File: config.mk
export PLATFORM = sky130hd
export DESIGN_NAME = gbn_sender_window_core
export DESIGN_NICKNAME = d
export VERILOG_FILES = /design/src/gbn_sw_pkg.sv /design/src/gbn_sender_window_core.sv
export SDC_FILE = /design/constraint.sdc
export NUM_CORES = 1
export LEC_CHECK = 0
export BUFFER_PORTS_ARGS = -buffer_cell sky130_fd_sc_hd__buf_4
export CORE_MARGIN = 2
export CORE_UTILIZATION = 25
export CTS_CLUSTER_DIAMETER = 80
export DETAILED_ROUTE_END_ITERATION = 8
export HOLD_SLACK_MARGIN = 0.03
export PLACE_DENSITY = 0.4
export SETUP_SLACK_MARGIN = 0.02
export SLEW_MARGIN = 20
export SYNTH_ARGS = -nofsm -noshare
export SYNTH_HDL_FRONTEND = slang
export SYNTH_SLANG_ARGS = --single-unit
File: constraint.sdc
create_clock -name clk -period 14.4 [get_ports clk]
set_clock_uncertainty 0.1 [all_clocks]
set_input_delay 1.44 -clock clk [delete_from_list [all_inputs] [get_ports clk]]
set_output_delay 1.44 -clock clk [all_outputs]
set_load 0.05 [all_outputs]
File: src/gbn_sw_pkg.sv
// ----------------------------------------------------------------------------
// Go-Back-N sender window package
// Shared types and constants for the sender window core: the event and result
// codes, the payload structs and the configuration register defaults.
// ----------------------------------------------------------------------------
`default_nettype none

package gbn_sw_pkg;

  // Default size of the modulo sequence space.
  localparam int SEQ_COUNT_DEF = 32;

  // Widths of the configuration registers.
  localparam int WIN_W   = 5;
  localparam int TOTAL_W = 16;
  localparam int POLL_W  = 8;
  localparam int CFG_IDX_W  = 2;
  localparam int CFG_DATA_W = 16;

  // Register values after reset.
  localparam logic [WIN_W-1:0]   WINDOW_SIZE_RST   = WIN_W'(10);
  localparam logic [TOTAL_W-1:0] TOTAL_PACKETS_RST = TOTAL_W'(30);
  localparam logic [POLL_W-1:0]  TIMEOUT_POLLS_RST = POLL_W'(20);

  // Event codes carried by an input item.
  typedef enum logic [1:0] {
    OP_START = 2'd0,
    OP_SEND  = 2'd1,
    OP_ACK   = 2'd2,
    OP_POLL  = 2'd3
  } opcode_t;

  // Result codes.
  typedef enum logic [2:0] {
    ACT_NONE    = 3'd0,
    ACT_SEND    = 3'd1,
    ACT_ACK_OK  = 3'd2,
    ACT_ACK_IGN = 3'd3,
    ACT_GO_BACK = 3'd4,
    ACT_DONE    = 3'd5
  } action_t;

  // Configuration register indexes.
  typedef enum logic [CFG_IDX_W-1:0] {
    REG_WINDOW_SIZE   = 2'd0,
    REG_TOTAL_PACKETS = 2'd1,
    REG_TIMEOUT_POLLS = 2'd2
  } cfg_reg_t;

  // One input item.
  typedef struct packed {
    opcode_t    opcode;
    logic [7:0] ack_byte;
  } gbn_in_t;

  // One result item.
  typedef struct packed {
    action_t     action;
    logic [5:0]  seq_byte;
    logic [15:0] packet_number;
    logic [4:0]  oldest_unacked_out;
    logic [4:0]  in_flight;
    logic [7:0]  idle_count_out;
  } gbn_out_t;

endpackage

`default_nettype wire

File: src/gbn_sender_window_core.sv
// Path: an item passes through the input register, then the result register.
// Throughput: one item per cycle while the result channel is not stalled;
//   the window update is done in a single pass.
// Reset: synchronous, active low; clears the window and the handshake state,
//   marks every sequence number free and loads the register defaults.
// ----------------------------------------------------------------------------
// Go-Back-N sender window core
// Tracks the send window over a modulo sequence space, issues packets on send
// opportunities, advances on cumulative acks and rewinds on idle timeouts.
// ----------------------------------------------------------------------------
`default_nettype none

module gbn_sender_window_core
  import gbn_sw_pkg::*;
#(
  parameter int SEQ_COUNT = SEQ_COUNT_DEF
) (
  input  wire logic                  clk,
  input  wire logic                  rst_n,
  // Input channel
  input  wire logic                  in_valid,
  output logic                       in_ready,
  input  wire gbn_in_t               in_data,
  // Result channel
  output logic                       out_valid,
  input  wire logic                  out_ready,
  output gbn_out_t                   out_data,
  // Configuration write channel
  input  wire logic                  cfg_valid,
  output logic                       cfg_ready,
  input  wire logic [CFG_IDX_W-1:0]  cfg_index,
  input  wire logic [CFG_DATA_W-1:0] cfg_data
);

  localparam int SEQ_W = (SEQ_COUNT > 1) ? $clog2(SEQ_COUNT) : 1;
  localparam logic [SEQ_W:0]   SEQ_CNT_X = (SEQ_W+1)'(SEQ_COUNT);
  localparam logic [SEQ_W-1:0] SEQ_LAST  = SEQ_W'(SEQ_COUNT - 1);
  localparam int CMP_W = ((SEQ_W > WIN_W) ? SEQ_W : WIN_W) + 1;

  // Distance from 'from' up to 'to' around the sequence ring.
  function automatic logic [SEQ_W-1:0] ring_dist(input logic [SEQ_W-1:0] to,
                                                 input logic [SEQ_W-1:0] from);
    logic [SEQ_W:0] sum;
    sum = {1'b0, to} + SEQ_CNT_X - {1'b0, from};
    if (sum >= SEQ_CNT_X) begin
      sum = sum - SEQ_CNT_X;
    end
    return sum[SEQ_W-1:0];
  endfunction

  // Successor of a sequence number with wrap.
  function automatic logic [SEQ_W-1:0] seq_inc(input logic [SEQ_W-1:0] v);
    return (v == SEQ_LAST) ? '0 : v + SEQ_W'(1);
  endfunction

  // Configuration registers
  logic [WIN_W-1:0]   window_size_r;
  logic [TOTAL_W-1:0] total_packets_r;
  logic [POLL_W-1:0]  timeout_polls_r;

  // Window state
  logic [SEQ_W-1:0]     next_seq_r, next_seq_nxt;
  logic [SEQ_W-1:0]     oldest_r, oldest_nxt;
  logic [TOTAL_W-1:0]   issued_r, issued_nxt;
  logic [POLL_W-1:0]    idle_r, idle_nxt;
  logic [SEQ_COUNT-1:0] seq_free_r, seq_free_nxt;
  logic                 finished_r, finished_nxt;

  // Input register and result register
  logic     s1_valid_r;
  gbn_in_t  s1_item_r;
  logic     out_valid_r;
  gbn_out_t out_item_r;
  logic     s1_adv;

  // Working values for the current item
  logic [SEQ_W-1:0]     flight;
  logic [7:0]           ack_idx;
  logic                 ack_idx_ok;
  logic [SEQ_W-1:0]     ack_seq;
  logic [SEQ_W-1:0]     ack_dist;
  logic [SEQ_COUNT-1:0] ack_mask;
  logic [SEQ_COUNT-1:0] flight_mask;
  logic [POLL_W:0]      polls;
  logic                 send_ok;
  action_t              act;
  logic                 sent;
  gbn_out_t             res;

  // Handshake: the item moves on whenever the result register is free or drains.
  assign s1_adv    = s1_valid_r && (!out_valid_r || out_ready);
  assign in_ready  = !s1_valid_r || s1_adv;
  assign out_valid = out_valid_r;
  assign out_data  = out_item_r;
  assign cfg_ready = 1'b1;

  // Configuration writes; indexes beyond the register list are dropped.
  always_ff @(posedge clk) begin
    if (!rst_n) begin
      window_size_r   <= WINDOW_SIZE_RST;
      total_packets_r <= TOTAL_PACKETS_RST;
      timeout_polls_r <= TIMEOUT_POLLS_RST;
    end else if (cfg_valid) begin
      case (cfg_index)
        REG_WINDOW_SIZE:   window_size_r   <= cfg_data[WIN_W-1:0];
        REG_TOTAL_PACKETS: total_packets_r <= cfg_data[TOTAL_W-1:0];
        REG_TIMEOUT_POLLS: timeout_polls_r <= cfg_data[POLL_W-1:0];
        default: ;
      endcase
    end
  end

  // Ring positions of the ack and the range masks it and a timeout free.
  always_comb begin
    flight     = ring_dist(next_seq_r, oldest_r);
    ack_idx    = s1_item_r.ack_byte - 8'd1;
    ack_idx_ok = ({1'b0, ack_idx} < 9'(SEQ_COUNT));
    ack_seq    = SEQ_W'(ack_idx);
    ack_dist   = ring_dist(ack_seq, oldest_r);
    for (int i = 0; i < SEQ_COUNT; i++) begin
      ack_mask[i]    = (ring_dist(SEQ_W'(i), oldest_r) <= ack_dist);
      flight_mask[i] = (ring_dist(SEQ_W'(i), oldest_r) < flight);
    end
    polls   = {1'b0, idle_r} + (POLL_W+1)'(1);
    send_ok = (CMP_W'(flight) < CMP_W'(window_size_r)) &&
              (flight != SEQ_LAST) && seq_free_r[next_seq_r] &&
              (issued_r < total_packets_r);
  end

  // Window update for the event held in the input register.
  always_comb begin
    next_seq_nxt = next_seq_r;
    oldest_nxt   = oldest_r;
    issued_nxt   = issued_r;
    idle_nxt     = idle_r;
    seq_free_nxt = seq_free_r;
    finished_nxt = finished_r;
    act          = ACT_NONE;
    sent         = 1'b0;
    case (s1_item_r.opcode)
      OP_START: begin
        next_seq_nxt = '0;
        oldest_nxt   = '0;
        issued_nxt   = '0;
        idle_nxt     = '0;
        seq_free_nxt = '1;
        finished_nxt = 1'b0;
      end
      OP_SEND: begin
        if (!finished_r && send_ok) begin
          act                      = ACT_SEND;
          sent                     = 1'b1;
          seq_free_nxt[next_seq_r] = 1'b0;
          next_seq_nxt             = seq_inc(next_seq_r);
          issued_nxt               = issued_r + TOTAL_W'(1);
        end
      end
      OP_ACK: begin
        if (!finished_r) begin
          if (ack_idx_ok && (ack_dist < flight)) begin
            seq_free_nxt = seq_free_r | ack_mask;
            oldest_nxt   = seq_inc(ack_seq);
            act          = ACT_ACK_OK;
          end else begin
            act = ACT_ACK_IGN;
          end
          idle_nxt = '0;
          if ((oldest_nxt == next_seq_r) && (issued_r == total_packets_r)) begin
            finished_nxt = 1'b1;
            act          = ACT_DONE;
          end
        end
      end
      OP_POLL: begin
        if (!finished_r) begin
          if (polls > {1'b0, timeout_polls_r}) begin
            seq_free_nxt = seq_free_r | flight_mask;
            issued_nxt   = issued_r - TOTAL_W'(flight);
            next_seq_nxt = oldest_r;
            idle_nxt     = '0;
            act          = ACT_GO_BACK;
          end else begin
            idle_nxt = polls[POLL_W-1:0];
          end
        end
      end
      default: ;
    endcase

    // Result item built from the state after the step; a send reports its own seq and packet.
    res.action             = act;
    res.seq_byte           = sent ? (6'(next_seq_r) + 6'd1) : 6'd0;
    res.packet_number      = sent ? issued_r : issued_nxt;
    res.oldest_unacked_out = 5'(oldest_nxt);
    res.in_flight          = 5'(ring_dist(next_seq_nxt, oldest_nxt));
    res.idle_count_out     = idle_nxt;
  end

  // Window state registers, updated as each item passes into the result register.
  always_ff @(posedge clk) begin
    if (!rst_n) begin
      next_seq_r <= '0;
      oldest_r   <= '0;
      issued_r   <= '0;
      idle_r     <= '0;
      seq_free_r <= '1;
      finished_r <= 1'b0;
    end else if (s1_adv) begin
      next_seq_r <= next_seq_nxt;
      oldest_r   <= oldest_nxt;
      issued_r   <= issued_nxt;
      idle_r     <= idle_nxt;
      seq_free_r <= seq_free_nxt;
      finished_r <= finished_nxt;
    end
  end

  // Input register: takes a transfer whenever it is empty or moving on.
  always_ff @(posedge clk) begin
    if (!rst_n) begin
      s1_valid_r <= 1'b0;
    end else if (in_ready) begin
      s1_valid_r <= in_valid;
    end
  end

  always_ff @(posedge clk) begin
    if (in_ready && in_valid) begin
      s1_item_r <= in_data;
    end
  end

  // Result register: holds a result until the downstream transfer completes.
  always_ff @(posedge clk) begin
    if (!rst_n) begin
      out_valid_r <= 1'b0;
    end else if (s1_adv) begin
      out_valid_r <= 1'b1;
    end else if (out_ready) begin
      out_valid_r <= 1'b0;
    end
  end

  always_ff @(posedge clk) begin
    if (s1_adv) begin
      out_item_r <= res;
    end
  end

endmodule

`default_nettype wire

Word-level counts from Yosys, hierarchy flattened
Index checks and enable logic that the tools add are counted.

Flip-flop bits (word level): 151. Output and inout bits: 46. Logic and storage cells: 326.

Add/subtract/negate cells: 80. Magnitude comparators: 106. Eq/ne operators: 15. Muxes and demuxes: 79. Bitwise gates (word level): 4. Reduce and logical (&&, ||, !) cells: 23.

Operators with widths (count): two-way mux 5 bit (44); >= comparator 6 bit, second input constant (35); subtractor 6 x 5 -> 6 bit, first input constant (32); subtractor 5 x 1 -> 5 bit, second input constant (35); less-than comparator 5 bit (34); <= comparator 5 bit (32); two-way mux 32 bit (5); case mux 32 bit (4 select lines) (1); two-way mux 16 bit (4); OR 32 bit (2); case mux 16 bit (3 select lines) (1); AND 32 bit (1); inverter 32 bit (1); two-way mux 8 bit (3); case mux 8 bit (3 select lines) (1); adder 5 x 6 -> 6 bit, second input constant (3); subtractor 6 x 5 -> 6 bit (3); adder 16 x 1 -> 16 bit, second input constant (1); == test 16 bit (1); less-than comparator 16 bit (1); subtractor 16 x 5 -> 16 bit (1); case mux 5 bit (3 select lines) (1); two-way mux 3 bit (4); adder 5 x 1 -> 5 bit, second input constant (2); other kinds (26) (59).

Depth between registers and ports, before layout
Gate-level depths: netlist of run 1.

Word-level depth: 15. Mapped depth: 24. Gate-level depth less buffers: 23.

Worst setup path after synthesis of run 1
No wires, ideal clock.

Path kind: register to register. From: register oldest_r[1]. To: register out_item_r (netlist bit out_data[12]), data pin. Setup time: 0.264 ns. Arrival time: 4.902 ns. Data required time: 14.036 ns. Setup slack: 9.135 ns. Stages on the path, launching flop included: 23. Cell sequence: dfxtp_1 inv_1 fa_1 a21o_1 a21oi_1 xnor2_1 ha_1 a2111oi_0 o41ai_1 nor4_2 o311ai_4 nor3_4 buf_6 nand2_4 o32ai_1 a21oi_1 ha_1 fa_1 inv_1 a21o_1 a21oi_1 xor2_1 xnor2_1.

RTL lines: from (decl) (RTL line gbn_sender_window_core.sv:63) `logic [SEQ_W-1:0] oldest_r, oldest_nxt;`; from (signal assigned) (RTL line gbn_sender_window_core.sv:210) `oldest_r <= oldest_nxt;`; to (signal assigned) (RTL line gbn_sender_window_core.sv:246) `out_item_r <= res;`; to (decl) (RTL line gbn_sender_window_core.sv:73) `gbn_out_t out_item_r;`.

==> results of run 1 <==
synth_stat cells (31+ instances only):
cell / instances / area (sq um)
ha_1: 194 / 2430
edfxtp_1: 53 / 1590
nor3_1: 31 / 155
o21ai_0: 87 / 435
nand2_1: 119 / 447
xnor2_1: 37 / 324
clkbuf_1: 50 / 188
inv_1: 104 / 390
a31oi_1: 48 / 300
a21oi_1: 124 / 621
nor2_1: 84 / 315
dfxtp_1: 98 / 1960
nand3_1: 53 / 265
a21o_1: 40 / 300
power by group:
group	leakage, nW	internal, mW	total [mW]	switching, mW
Combinational	4.26	0.111	0.324	0.213
Clock	0.299	0.292	0.490	0.198
Sequential	1.31	0.457	0.469	0.0125
Total	5.87	0.859	1.28	0.423
cell usage in the layout, fill, tap and decap left out, types with 12 or more instances in the layout:
| master | instances |
|---|---|
| nand3_1 | 53 |
| o21a_1 | 13 |
| nor4_1 | 12 |
| xnor2_1 | 37 |
| inv_1 | 103 |
| nand2_1 | 119 |
| nor2_1 | 84 |
| clkbuf_16 | 17 |
| o21ai_0 | 87 |
| mux2i_1 | 12 |
| a211oi_1 | 30 |
| nor3_1 | 31 |
| ha_1 | 194 |
| a21o_1 | 40 |
| nor2b_1 | 29 |
| and3_1 | 25 |
| a21oi_1 | 124 |
| edfxtp_1 | 53 |
| xor2_1 | 17 |
| a211o_1 | 15 |
| o31a_1 | 13 |
| a31oi_1 | 48 |
| nand2b_1 | 24 |
| buf_4 | 100 |
| dfxtp_1 | 98 |
cell families (layout without fill, tap and decap cells):
kind of cell    Yosys count  in the layout  share of synthesized area
flops                   151            151                      0.278
simple gates            420            420                      0.162
fa+ha+maj               198            198                      0.196
mux                      24             24                     0.0235
other cells               1              1                   0.000294
buf+inv                 182            238                     0.0579
xor+xnor                 54             54                     0.0370
compound gates          471            471                      0.245
how the worst max path moves through the flow:
stage	to	slack, ps	cells after the start
2_1_floorplan	out_data[12]	9130	22
3_3_place_gp	out_data[12]	8120	21
3_5_place_dp	out_data[12]	7900	23
4_1_cts	out_data[12]	7860	23
5_1_grt	out_data[12]	7450	23
6_report	out_data[12]	7820	21
worst max-delay path: stages (launching register included):
cell,delay (ps)
dfxtp_1,720
inv_1,430
fa_1,530
a21o_1,190
a21oi_1,200
xnor2_1,200
ha_1,310
a2111oi_0,410
o41ai_1,170
nor4_2,370
o311ai_4,210
nor3_4,740
nand2_4,150
o32ai_1,320
a21oi_1,90
ha_1,270
fa_1,400
inv_1,70
a21o_1,100
a21oi_1,60
xor2_1,150
xnor2_1,130
flip-flops by register name, indices dropped and copies added (netlist names), 8 cells and up:
register	count
seq_free_r	32
total_packets_r	16
s1_item_r	10
timeout_polls_r	8
issued_r	16
idle_r	8
out_data	43
final cells by class:
| cell class | count | area [sq um] |
|---|---|---|
| well taps | 672 | 841 |
| inverters | 106 | 398 |
| repair buffers | 100 | 751 |
| clock inverters | 14 | 198 |
| multi-input cells | 1168 | 8480 |
| flip-flops and latches | 151 | 3550 |
| fillers | 5421 | 35600 |
| clock buffers | 18 | 429 |
through the flow:
| step | utilization | cells | hold WS, ps | cell area [sq um] |
|---|---|---|---|---|
| after floorplan | - | 1501 | 336 | 12800 |
| after global placement | 0.279 | 2197 | 348 | 14000 |
| after detailed placement | 0.279 | 2197 | 353 | 14000 |
| after CTS | 0.291 | 2229 | 362 | 14600 |
| after global routing | 0.291 | 2229 | 381 | 14600 |
| final | 0.291 | 2229 | 362 | 14600 |
layer usage:
layer / routed length, um / part of all wire
met1: 21200 / 0.46
met4: 752 / 0.016
met3: 1020 / 0.022
met2: 22700 / 0.50
met5: 0 / 0
==> impl_results.md, run 1 <==
* WP data arrival at 6670 ps
* Final Power at 1.28 mW
* Vias in the first global route at 11086
* Crit start category: register
* Initial antenna violation count at 0
* Reg2reg setup slack at 7820 ps
* Worst Setup Slack, final at 7820 ps
* I/O Pins at 79
* Vias at 11332
* Max_cap viols at 0
* Remaining Overflow, GRT at 0
* CTS Buf Count at 17
* Vias/cell at 5.08
* Ys flop type: dfxtp_1
* Netlist cell types at 83
* Final wirelength at 45700 um
* Pre-CTS WS at 7900 ps
* DRT iter0 DRCs at 537
* IO buf count at 77
* Number of flops mapped to enable cells by yosys at 53
* Fin. Hold Viols at 0
* Outcome: finished clean
* Fin crit share at 0.457
* Asr flop ratio synth at 0
* Hold depth at 2
* Clock H-tree levels at 4
* Row count at 82
* Register bit total from synthesis at 151
* FF-to-FF End: out_data[12]
* Die width at 230 um
* Routing usage on met1 at 0.221
* Hold path start: total_packets_r[5]
* Core Area at 50300 sq um
* WHS Endpoint: total_packets_r[5]
* First-pass GRT wire length at 69500 um
* All-Layer GR Usage at 0.172
* Final GP Congestion at 0.820
* Min-delay worst type: reg2reg
* Reg2Reg Launch Point: oldest_r[1]
* Clock root buffer: clkbuf_16
* RSZ-0062 raised after global routing: no
* Power per cell area at 87.6 nW/um^2
* Clock sink count at 151
* Syn avg cell area at 8.51 sq um
* Slew Viols, Final at 0
* Finish-stage setup viols at 0
* Final min period at 6580 ps
* Max Buffers Root-to-Sink at 2
* Critical path class: reg2reg
* Critical path capture point type: register
* CTS tree: yes
* DR DRC count at 0
* WL/cell at 20.5 um
* Max-Slew Margin vs Limit at 0.327
* Final TNS setup at 0 ps
* Worst IR Drop VDD at 0.0645 mV
* Worst Reg-to-Reg Cells at 21
* Die extent in y at 230 um
* Syn Nets at 1732
* Final HPWL DP at 34100 um
* Proportion of layout cells with a drive suffix above 1 at 0.104
* Area growth from synthesis to layout at 14.7%
* Register clock-pin slew on the reported worst setup and hold paths at 70 ps
* Largest net degree at the start of global routing at 71
* Met3 Use GR at 0.0202
* Worst slew pin tran at 1000 ps
* Global routing's busiest layer: met2
* Nets at 1775
* Sequential fraction of the synthesis area at 0.278
* Initial Util at 0.254
* Drt pass-1 iters at 5
* Post-CTS sizing at 0
* Post-CTS setup buffer count at 0
* WP data required at 14490 ps
* Max frequency at 152 MHz
* Final ANT Viol Nets at 0
* Worst-skew pair later-pin latency at 460 ps
* Leakage power at 5.87 nW
* Synth warn at 0
* Hold-fix buffers at CTS at 0
* Die Footprint at 52900 sq um
* Antenna Diode Count at 0
* Netlist Area Pre-Place at 12800 sq um
* Setup crit start: oldest_r[1]
* Critical-path maximum fanout at 21
* Post-Synthesis Cells at 1501
* Met2 Use GR at 0.302
(Power assumes the default switching activity.)
==> run 2, diff against run 1 <==
Settings changed: PLACE_DENSITY 0.4 to 0.41.
Clock period 14.4 ns to 5.8 ns, I/O delays scaled along.
==> impl_results.md, run 2 (same netlist as run 1, synthesis figures left out) <==
* Finished Layout Cells at 2244 (+0.67%)
* CP Cell Sequence: inv_1 > ha_1 > inv_1 > fa_1 > a21o_1 > a21oi_1 > xnor2_1 > ha_1 > a2111oi_1 > o41ai_1 > nor4_2 > o311ai_4 > nor3_4 > nand2_4 > o32ai_1 > a21oi_1 > ha_1 > fa_1 > inv_1 > a21o_1 > a21oi_1 > xor2_1 > xnor2_1
* Nets at 1790 (+0.85%)
* Register clock-pin slew on the reported worst setup and hold paths at 70 ps (about the same)
* Commonest non-fill, non-tap cell in the layout: ha_1
* Worst IR Drop VDD at 0.163 mV (+150%)
* Final GP Congestion at 0.844 (+2.9%)
* Worst Setup Slack, final at 395 ps (-7430 ps)
* Hold-fix buffers at CTS at 0 (unchanged)
* Worst Reg-to-Reg Cells at 23 (+9.5%)
* Initial Util at 0.254 (unchanged)
* Clock sink count at 151 (unchanged)
* Min-delay worst type: in2reg
* Slew Viols, Final at 0 (unchanged)
* WP data arrival at 5490 ps (-1180 ps)
* Largest net degree at the start of global routing at 63 (-11%)
* All-Layer GR Usage at 0.169 (-0.00248)
* CTS Buf Count at 17 (unchanged)
* Vias/cell at 5.08 (about the same)
* Fill cells at 5441 (+0.37%)
* Outcome: finished clean
* Post-CTS setup buffer count at 0 (unchanged)
* Die extent in y at 230 um (unchanged)
* Final wirelength at 44600 um (-2.4%)
* CTS tree: yes
* Fin area at 14700 sq um (+0.53%)
* Critical path class: reg2reg
* Hold depth at 1 (-1)
* Final TNS setup at 0 ps (unchanged)
* Fin crit share at 0.932 (+0.475)
* Hold slack at 219 ps (-143 ps)
* Final min period at 5400 ps (-1170 ps)
* Core Area at 50300 sq um (unchanged)
* Final Power at 3.10 mW (+140%)
* Reg2reg setup slack at 400 ps (-7430 ps)
* Area growth from synthesis to layout at 15.3%
* Max Buffers Root-to-Sink at 2 (unchanged)
* Power per cell area at 210 nW/um^2 (+140%)
* First-pass GRT wire length at 69200 um (-0.47%)
* Row count at 82 (unchanged)
* WL/cell at 19.9 um (-3.0%)
* Cell count after placement at 2212 (+0.68%)
* Proportion of layout cells with a drive suffix above 1 at 0.112 (+0.00791)
* Largest register FFs at 43 (unchanged)
* DR DRC count at 0 (unchanged)
* Final HPWL DP at 33800 um (-1.0%)
* Pre-CTS WS at 417 ps (-7480 ps)
* Critical path capture point type: register
* Most frequent cells in the layout: 194 x ha_1, 124 x a21oi_1, 119 x nand2_1
* Max frequency at 185 MHz (+22%)
* Max-Slew Margin vs Limit at 0.416 (+0.0888)
* Finish-stage setup viols at 0 (unchanged)
* Final ANT Viol Nets at 0 (unchanged)
* Worst-skew pair later-pin latency at 440 ps (-20 ps)
* I/O Pins at 79 (unchanged)
* CP peak stage delay at 430 ps (-310 ps)
* Clock H-tree levels at 4 (unchanged)
* IO buf count at 77 (unchanged)
* Vias at 11403 (+0.63%)
* Post-CTS sizing at 0 (unchanged)
* DRT iter0 DRCs at 772 (+44%)
* Core Util, Final at 0.293 (+0.00154)
* Critical-path maximum fanout at 8 (-62%)
* Clock root buffer: clkbuf_16
* Fin. Hold Viols at 0 (unchanged)
* Antenna Diode Count at 0 (unchanged)
* Drt pass-1 iters at 7 (+2)
* Die Footprint at 52900 sq um (unchanged)
* RSZ-0062 raised after global routing: no
* Max_cap viols at 0 (unchanged)
* Remaining Overflow, GRT at 0 (unchanged)
* Vias in the first global route at 11358 (+2.5%)
* Slowest CP cell: a2111oi_1
* DP Area at 14100 sq um (+0.80%)
* Worst slew pin tran at 868 ps (-132 ps)
* Die width at 230 um (unchanged)
* Leakage power at 5.93 nW (+1.0%)
* Crit start category: register
* WP data required at 5880 ps (-8610 ps)
* Initial antenna violation count at 0 (unchanged)
run 2: cell types whose count changed in the layout (fill, tap and decap cells not counted), sizes merged:
cell    previous run  this run
inv              110       108
bufinv             4         0
clkinv             4         5
buf              100       115
clkbuf            18        23
run 2: per-layer routing:
layer	wire length [um]	part of all wire	track usage
met1	20800	0.47	0.224
met2	21700	0.49	0.291
met3	1400	0.031	0.0215
met4	767	0.017	0.0399
met5	0	0	0
run 2: where the power goes:
group          switching (mW)  internal (mW)  total (mW)
registers              0.0264           1.13        1.16
logic                   0.531          0.283       0.814
clock network           0.477          0.647        1.12
total                    1.03           2.06        3.10
run 2: path summary, 6_finish.rpt:
| path | endpoint | startpoint |
|---|---|---|
| min | s1_item_r[0] | in_data[0] |
| min reg2reg | total_packets_r[13] | total_packets_r[13] |
| max reg2reg | out_data[12] | next_seq_r[0] |
| max | out_data[12] | next_seq_r[0] |
run 2: area by class of cell:
cell class / instances / area, sq um / area share
multi-input combinational: 1168 / 8480 / 0.576
sequential: 151 / 3550 / 0.241
timing repair buffer: 115 / 863 / 0.0586
tap: 672 / 841 / 0.0571
clock buffer: 23 / 532 / 0.0361
inverter: 106 / 398 / 0.0270
clock inverter: 9 / 58.8 / 0.00399
run 2: worst max-delay path: cells and delay by family, from the launching register on:
kind	cells	cell delay [ps]
simple gates	3	770
fa+ha+maj	5	1530
flops	1	320
xor+xnor	3	480
buf+inv	3	230
compound gates	9	1730
